**src/design/uart8n1_pkg.sv**
```systemverilog
// ----------------------------------------------------------------------------
// UART 8N1 package
// Shared constants and the status structs passed between the transceiver
// top level and its receive and transmit engines.
// ----------------------------------------------------------------------------
package uart8n1_pkg;

  // Data bits per frame on the line.
  localparam int DATA_BITS = 8;

  localparam int PERIOD_W = 16;
  localparam int BYTE_W   = 8;
  localparam int CNT_W    = 4;

  localparam logic [PERIOD_W-1:0] BIT_PERIOD_RESET = 16'd104;

  // Configuration register indexes.
  localparam logic [1:0] CFG_BIT_PERIOD = 2'd0;
  localparam logic [1:0] CFG_RX_ENABLE  = 2'd1;
  localparam logic [1:0] CFG_TX_ENABLE  = 2'd2;

  // Characters that mark the end of a line.
  localparam logic [BYTE_W-1:0] CHAR_LF  = 8'h0A;
  localparam logic [BYTE_W-1:0] CHAR_CR  = 8'h0D;
  localparam logic [BYTE_W-1:0] CHAR_NUL = 8'h00;

  typedef struct packed {
    logic              got;
    logic [BYTE_W-1:0] val;
    logic              eol;
  } rx_result_t;

  typedef struct packed {
    logic line;
    logic busy;
  } tx_status_t;

endpackage

```
**src/design/uart8n1_rx.sv**
```systemverilog
// ----------------------------------------------------------------------------
// UART 8N1 receiver engine
// Advances the receive state by one line tick whenever step is high and
// reports a completed byte for that tick.
// ----------------------------------------------------------------------------
module uart8n1_rx (
  input  logic                                clk,
  input  logic                                rst_n,
  input  logic                                step,
  input  logic                                line,
  input  logic                                rx_enable,
  input  logic [uart8n1_pkg::PERIOD_W-1:0]    bit_period,
  output uart8n1_pkg::rx_result_t             res
);

  typedef enum logic [1:0] {
    PH_IDLE  = 2'd0,
    PH_START = 2'd1,
    PH_DATA  = 2'd2,
    PH_STOP  = 2'd3
  } phase_t;

  phase_t                                  phase_r, phase_nxt;
  logic [uart8n1_pkg::PERIOD_W-1:0]        timer_r, timer_nxt;
  logic [uart8n1_pkg::DATA_BITS-1:0]       shift_r, shift_nxt;
  logic [uart8n1_pkg::CNT_W-1:0]           left_r, left_nxt;
  logic                                    expired;
  logic [uart8n1_pkg::CNT_W-1:0]           left_dec;
  logic [uart8n1_pkg::BYTE_W-1:0]          byte_val;

  // A timer holding zero or one runs out in the current tick.
  assign expired  = (timer_r <= uart8n1_pkg::PERIOD_W'(1));
  assign left_dec = left_r - uart8n1_pkg::CNT_W'(1);
  assign byte_val = uart8n1_pkg::BYTE_W'(shift_r);

  always_comb begin
    phase_nxt = phase_r;
    timer_nxt = timer_r;
    shift_nxt = shift_r;
    left_nxt  = left_r;
    res       = '0;
    if (step) begin
      if (!rx_enable) begin
        phase_nxt = PH_IDLE;
      end else begin
        unique case (phase_r)
          PH_IDLE: begin
            if (!line) begin
              phase_nxt = PH_START;
              timer_nxt = bit_period >> 1;
              shift_nxt = '0;
            end
          end
          PH_START: begin
            if (expired) begin
              phase_nxt = PH_DATA;
              timer_nxt = bit_period;
              left_nxt  = uart8n1_pkg::CNT_W'(uart8n1_pkg::DATA_BITS);
            end else begin
              timer_nxt = timer_r - uart8n1_pkg::PERIOD_W'(1);
            end
          end
          PH_DATA: begin
            if (expired) begin
              shift_nxt = {line, shift_r[uart8n1_pkg::DATA_BITS-1:1]};
              timer_nxt = bit_period;
              left_nxt  = left_dec;
              if (left_dec == '0) begin
                phase_nxt = PH_STOP;
              end
            end else begin
              timer_nxt = timer_r - uart8n1_pkg::PERIOD_W'(1);
            end
          end
          PH_STOP: begin
            if (line) begin
              res.got   = 1'b1;
              res.val   = byte_val;
              res.eol   = (byte_val == uart8n1_pkg::CHAR_LF) ||
                          (byte_val == uart8n1_pkg::CHAR_CR) ||
                          (byte_val == uart8n1_pkg::CHAR_NUL);
              phase_nxt = PH_IDLE;
            end
          end
          default: phase_nxt = PH_IDLE;
        endcase
      end
    end
  end

  always_ff @(posedge clk) begin
    if (!rst_n) begin
      phase_r <= PH_IDLE;
      timer_r <= '0;
      shift_r <= '0;
      left_r  <= '0;
    end else begin
      phase_r <= phase_nxt;
      timer_r <= timer_nxt;
      shift_r <= shift_nxt;
      left_r  <= left_nxt;
    end
  end

endmodule

```
**src/design/uart8n1_tx.sv**
```systemverilog
// ----------------------------------------------------------------------------
// UART 8N1 transmitter engine
// Advances the transmit state by one line tick whenever step is high and
// reports the line level and busy flag after that tick.
// ----------------------------------------------------------------------------
module uart8n1_tx (
  input  logic                                clk,
  input  logic                                rst_n,
  input  logic                                step,
  input  logic                                req,
  input  logic [uart8n1_pkg::BYTE_W-1:0]      sbyte,
  input  logic                                tx_enable,
  input  logic [uart8n1_pkg::PERIOD_W-1:0]    bit_period,
  output uart8n1_pkg::tx_status_t             status
);

  typedef enum logic [1:0] {
    PH_IDLE  = 2'd0,
    PH_START = 2'd1,
    PH_DATA  = 2'd2,
    PH_STOP  = 2'd3
  } phase_t;

  phase_t                                  phase_r, phase_nxt;
  logic [uart8n1_pkg::PERIOD_W-1:0]        timer_r, timer_nxt;
  logic [uart8n1_pkg::DATA_BITS-1:0]       shift_r, shift_nxt;
  logic [uart8n1_pkg::CNT_W-1:0]           left_r, left_nxt;
  logic                                    expired;
  logic [uart8n1_pkg::CNT_W-1:0]           left_dec;

  assign expired  = (timer_r <= uart8n1_pkg::PERIOD_W'(1));
  assign left_dec = left_r - uart8n1_pkg::CNT_W'(1);

  always_comb begin
    phase_nxt = phase_r;
    timer_nxt = timer_r;
    shift_nxt = shift_r;
    left_nxt  = left_r;
    if (step) begin
      if (!tx_enable) begin
        phase_nxt = PH_IDLE;
      end else begin
        unique case (phase_r)
          PH_IDLE: begin
            if (req) begin
              phase_nxt = PH_START;
              timer_nxt = bit_period;
              shift_nxt = uart8n1_pkg::DATA_BITS'(sbyte);
            end
          end
          PH_START: begin
            if (expired) begin
              phase_nxt = PH_DATA;
              timer_nxt = bit_period;
              left_nxt  = uart8n1_pkg::CNT_W'(uart8n1_pkg::DATA_BITS);
            end else begin
              timer_nxt = timer_r - uart8n1_pkg::PERIOD_W'(1);
            end
          end
          PH_DATA: begin
            if (expired) begin
              shift_nxt = shift_r >> 1;
              timer_nxt = bit_period;
              left_nxt  = left_dec;
              if (left_dec == '0) begin
                phase_nxt = PH_STOP;
              end
            end else begin
              timer_nxt = timer_r - uart8n1_pkg::PERIOD_W'(1);
            end
          end
          PH_STOP: begin
            if (expired) begin
              phase_nxt = PH_IDLE;
            end else begin
              timer_nxt = timer_r - uart8n1_pkg::PERIOD_W'(1);
            end
          end
          default: phase_nxt = PH_IDLE;
        endcase
      end
    end
  end

  // Line level and busy flag as they stand after this tick.
  always_comb begin
    unique case (phase_nxt)
      PH_START: status.line = 1'b0;
      PH_DATA:  status.line = shift_nxt[0];
      default:  status.line = 1'b1;
    endcase
    status.busy = (phase_nxt != PH_IDLE);
  end

  always_ff @(posedge clk) begin
    if (!rst_n) begin
      phase_r <= PH_IDLE;
      timer_r <= '0;
      shift_r <= '0;
      left_r  <= '0;
    end else begin
      phase_r <= phase_nxt;
      timer_r <= timer_nxt;
      shift_r <= shift_nxt;
      left_r  <= left_nxt;
    end
  end

endmodule

```
**src/design/uart_8n1_transceiver_unit.sv**
```systemverilog
// ----------------------------------------------------------------------------
// UART 8N1 transceiver unit
// Path: an input transfer is captured in the input register, and its result
// is then registered in the result register and offered on the out channel.
// Throughput: one tick per cycle, sustained, as long as out_tready is high.
// Reset: rst_n is synchronous and active low; both engines return to idle,
// registers take their reset values (bit period 104, both sides enabled).
// ----------------------------------------------------------------------------
module uart_8n1_transceiver_unit (
  input  logic        clk,
  input  logic        rst_n,
  // Input stream, one transfer per line tick.
  input  logic        in_tvalid,
  output logic        in_tready,
  input  logic [15:0] in_tdata,   // [0] rx_line, [1] send_valid, [9:2] send_byte, rest zero
  // Result stream, one transfer per line tick.
  output logic        out_tvalid,
  input  logic        out_tready,
  output logic [15:0] out_tdata,  // [0] tx_line, [1] tx_busy, [2] byte_valid,
                                  // [10:3] byte_out, [11] line_end, rest zero
  // Configuration write port.
  input  logic        cfg_we,
  input  logic [1:0]  cfg_addr,
  input  logic [15:0] cfg_wdata
);

  // Configuration registers. The user must write them only while the unit is idle;
  // the block does not enforce this. A new bit period shows up at the next timer reload.
  logic [uart8n1_pkg::PERIOD_W-1:0] bit_period_r;
  logic                             rx_enable_r;
  logic                             tx_enable_r;

  always_ff @(posedge clk) begin
    if (!rst_n) begin
      bit_period_r <= uart8n1_pkg::BIT_PERIOD_RESET;
      rx_enable_r  <= 1'b1;
      tx_enable_r  <= 1'b1;
    end else if (cfg_we) begin
      unique case (cfg_addr)
        uart8n1_pkg::CFG_BIT_PERIOD: bit_period_r <= cfg_wdata;
        uart8n1_pkg::CFG_RX_ENABLE:  rx_enable_r  <= cfg_wdata[0];
        uart8n1_pkg::CFG_TX_ENABLE:  tx_enable_r  <= cfg_wdata[0];
        default: ;
      endcase
    end
  end

  // Result register. It holds a finished result while the consumer stalls,
  // and the input register below keeps the next tick waiting meanwhile.
  logic        out_v_r;
  logic [15:0] out_data_r;

  // Input register. It accepts a new transfer while the tick it holds is being
  // processed, so a new transfer can land every cycle while the result side does not stall.
  logic                           in_v_r;
  logic                           in_line_r;
  logic                           in_req_r;
  logic [uart8n1_pkg::BYTE_W-1:0] in_byte_r;
  logic                           step;

  // A held tick is processed when the result register can take its result.
  assign step      = in_v_r && (!out_v_r || out_tready);
  assign in_tready = !in_v_r || step;

  always_ff @(posedge clk) begin
    if (!rst_n) begin
      in_v_r <= 1'b0;
    end else if (in_tvalid && in_tready) begin
      in_v_r <= 1'b1;
    end else if (step) begin
      in_v_r <= 1'b0;
    end
  end

  always_ff @(posedge clk) begin
    if (in_tvalid && in_tready) begin
      in_line_r <= in_tdata[0];
      in_req_r  <= in_tdata[1];
      in_byte_r <= in_tdata[9:2];
    end
  end

  // The two engines share only the clock, reset, bit period and step strobe.
  uart8n1_pkg::rx_result_t rx_res;
  uart8n1_pkg::tx_status_t tx_stat;

  uart8n1_rx u_rx (
    .clk        (clk),
    .rst_n      (rst_n),
    .step       (step),
    .line       (in_line_r),
    .rx_enable  (rx_enable_r),
    .bit_period (bit_period_r),
    .res        (rx_res)
  );

  uart8n1_tx u_tx (
    .clk        (clk),
    .rst_n      (rst_n),
    .step       (step),
    .req        (in_req_r),
    .sbyte      (in_byte_r),
    .tx_enable  (tx_enable_r),
    .bit_period (bit_period_r),
    .status     (tx_stat)
  );

  always_ff @(posedge clk) begin
    if (!rst_n) begin
      out_v_r <= 1'b0;
    end else if (step) begin
      out_v_r <= 1'b1;
    end else if (out_tready) begin
      out_v_r <= 1'b0;
    end
  end

  always_ff @(posedge clk) begin
    if (step) begin
      out_data_r <= {4'b0000, rx_res.eol, rx_res.val, rx_res.got,
                     tx_stat.busy, tx_stat.line};
    end
  end

  assign out_tvalid = out_v_r;
  assign out_tdata  = out_data_r;

endmodule

```
**config.mk**
```make
export PLATFORM = sky130hd
export DESIGN_NAME = uart_8n1_transceiver_unit
export DESIGN_NICKNAME = d
export VERILOG_FILES = /design/src/design/uart8n1_pkg.sv /design/src/design/uart8n1_rx.sv /design/src/design/uart8n1_tx.sv /design/src/design/uart_8n1_transceiver_unit.sv
export SDC_FILE = /design/constraint.sdc
export NUM_CORES = 1
export LEC_CHECK = 0
export BUFFER_PORTS_ARGS = -buffer_cell sky130_fd_sc_hd__buf_2
export CAP_MARGIN = 40
export CORE_MARGIN = 2
export CORE_UTILIZATION = 40
export CTS_BUF_LIST = sky130_fd_sc_hd__clkbuf_16
export CTS_CLUSTER_SIZE = 28
export DETAILED_ROUTE_END_ITERATION = 8
export GPL_TIMING_DRIVEN = 0
export PLACE_DENSITY = 0.6
export SYNTH_ARGS = -nofsm -noshare
export SYNTH_HDL_FRONTEND = slang
export SYNTH_SLANG_ARGS = --single-unit
export TNS_END_PERCENT = 1
```
**constraint.sdc**
```tcl
create_clock -name clk -period 2.9 [get_ports clk]
set_input_delay 0.145 -clock clk [delete_from_list [all_inputs] [get_ports clk]]
set_output_delay 0.145 -clock clk [all_outputs]
set_load 0.01 [all_outputs]
```
==> flow_summary.ini <==
[setup_path]
crit_type = reg -> reg
crit_slowest_cell = o211ai_1
start_kind = flip-flop
arrival_ns = 3.09
cp_max_fo = 10
path_delay_family = buffers and inverters
cpMostUsedCell = clkbuf_1
path_cells = inv_1 > ha_1 > clkbuf_1 > o211ai_1 > or2_2 > clkbuf_1 > clkbuf_1 > nand2_1 > a32o_1 > a21oi_1
critPathRequiredTime_ns = 3.19
cp-end-kind = flip-flop
max_stage_delay_ns = 0.49
critPathBufInv = 4

[flow_run]
maxCapViolCount = 0

[timing]
fin_setup_tns_ns = 0
relSlewSlack = 0.5531
worstMarginPinSlew_ns = 0.6672
slew_violations = 0
rsz0062_at_grt = yes
hold_viol = 0
setup_viol = 0
hold-worst-slack_ns = 0.008724
fmax_mhz = 356.9
min_period_ns = 2.802
period_share = 0.9662
clock_skew_ns = 0.008691

[pwr]
p_per_area_mw_per_mm2 = 643.1
vdd_drop_max_mv = 0.3269
leakage_uw = 0.002467

[logic_synthesis]
synth_top_flop_cell = dfxtp_1
ys_ff_latch = 102
synth_most_common_cell = nand2_1
synth.distinct_cells = 79
synth_common_cells = 91 x nand2_1, 80 x dfxtp_1, 58 x o21ai_0
synth_top_area_share = 0.2829
yosysTopAreaCell = dfxtp_1
ys_warn_count = 0
netlist_area_mm2 = 0.005660
synth.avg_cell_area_um2 = 8.576
synth-async-reset-ratio = 0
synth-edff-count = 22
ys_top_cells_by_area = dfxtp_1 28%, edfxtp_1 12%, nand2_1 6.0%, o21ai_0 5.1%, ha_1 3.8%
yosysSeqAreaShare = 0.3996
synthCells = 660

[place]
place.detailed.hpwl_mm = 11.41
gp_congestion = 0.8676
dp_cells = 889
io_buffer_count = 45

[clock_network]
h-tree-depth = 3
cts.clk_slew.worst_paths_ns = 0.07
cts_tree = built
root_buffer = clkbuf_16
cts_buffers = 9
cts.sinks = 102
clk_latency_ns = 0.35
cts_buffer_depth = 2

[layout]
drive_gt1_frac = 0.1347
diodes = 0
nNetsFinal = 786
area_growth_pct = 15.98
final_cells = 915

[global_route]
grt_start_max_net_pins = 18
overflow = 0
grt.total_usage = 0.2105
grt_pass1_wl_mm = 24.71
grt_pass1_vias = 4829
antenna_found_initial = 0

[floorplanning]
rows = 43
core_mm2 = 0.01383
die_w_um = 123.0
ios = 57
start_util = 0.4094
dieArea_mm2 = 0.01512
die_h_um = 123.0

[routing]
viasPerCell = 5.727
route.vias.total = 5240
drtAntennaViolNets = 0
drt_iter0_drc = 516
drc_errors = 0
totalWireLength_mm = 15.45
wire_per_inst_um = 16.88
dr.pass1.iters = 6

[run_status]
status = finished clean

[worst_hold_path]
hp-class = in -> reg
==> state kept, by name, summed over array words and instances (netlist names), 2 cells and up <==
signal	flops
bit_period_r	16
in_byte_r	8
out_tdata	12
u_rx.byte_val	8
u_rx.left_r	4
u_rx.phase_r	2
u_rx.timer_r	16
u_tx.left_r	4
u_tx.phase_r	2
u_tx.shift_r	8
u_tx.timer_r	16
==> worst min-delay path: cells and delay by family <==
family,cells,cell delay (ns)
simple gates,2,0.10
buf+inv,1,0.08
==> cells in the final DEF (no fill, tap or decap), types with 5 or more instances in the layout <==
cell type and count:
o21ai_0 58, nor2b_1 18, nor4_1 7, nor2_1 28, and3_1 6, clkbuf_1 31
o211ai_1 13, and2_1 21, clkbuf_16 9, a21oi_1 33, mux2i_1 5, buf_2 48
buf_4 5, a32o_1 9, dlygate4sd3_1 10, nand2_1 91, nor3b_1 5, inv_1 24
nor3_1 13, nand3_1 11, edfxtp_1 22, a31oi_1 11, a22oi_1 15, o21a_1 5
xor2_1 9, o22ai_1 5, dfxtp_1 80, nand2b_1 5, or4_1 5, ha_1 17
a21boi_0 19
==> where the power goes <==
group	total [uW]	switching [uW]	internal (uW)
Clock	1300	548	752
Combinational	1280	806	476
Sequential	1640	98.4	1540
Total	4220	1450	2770
==> cell families after synthesis <==
| kind of cell | synth area share |
|---|---|
| AND/OR/NAND/NOR | 0.2255 |
| adder cells (fa/ha/maj) | 0.03758 |
| AO/OA/AOI/OAI | 0.2531 |
| multiplexers | 0.01083 |
| buffers and inverters | 0.05415 |
| other | 0.0006625 |
| flip-flops | 0.3996 |
| XOR/XNOR | 0.01857 |
==> stage by stage <==
stage	setup slack [ns]	utilization	area (um^2)	power [uW]
floorplan	0.4330	-	5672	2572
global placement	0.07973	0.4428	6122	2878
detailed placement	0.05207	0.4431	6127	2892
CTS	0.03438	0.4733	6544	4213
global route	-0.09836	0.4748	6565	4453
finish	0.09792	0.4748	6565	4222
==> layer usage <==
metal / vias to the layer above / share of wire / global-route usage
met5: - / 0 / 0
met4: 0 / 0.026 / 0.08764
met3: 30 / 0.054 / 0.03552
met2: 180 / 0.48 / 0.3505
met1: 2484 / 0.44 / 0.2699
li1: 2546 / - / -
==> what timing repair did <==
item	CTS	global route
hold endpoints to repair	10	0
gates resized for setup	0	7
hold buffers	10	0
setup buffers	0	0
endpoints found under the setup margin	0	27
==> worst paths after layout <==
path	endpoint	slack, ns	from	cells past startpoint
setup / recovery	u_rx.timer_r[4]$_SDFFE_PN0P_	0.1	u_rx.timer_r[0]$_SDFFE_PN0P_	10
hold / removal	bit_period_r[3]$_SDFFE_PN1P_	0.009	cfg_wdata[3]	3
setup reg to reg	u_rx.timer_r[4]$_SDFFE_PN0P_	0.1	u_rx.timer_r[0]$_SDFFE_PN0P_	10
hold reg to reg	u_tx.timer_r[14]$_SDFFE_PN0P_	0.50	u_tx.timer_r[14]$_SDFFE_PN0P_	2
==> area by class of cell <==
class	instances	area, um^2
buffer	46	225.2
clock buffer	9	225.2
clock inverter	7	91.34
fill	1348	7262
inverter	23	86.33
multi-input combinational	492	3119
sequential	102	2262
tap	180	225.2
timing repair buffer	56	330.3
(Power assumes the default switching activity.)
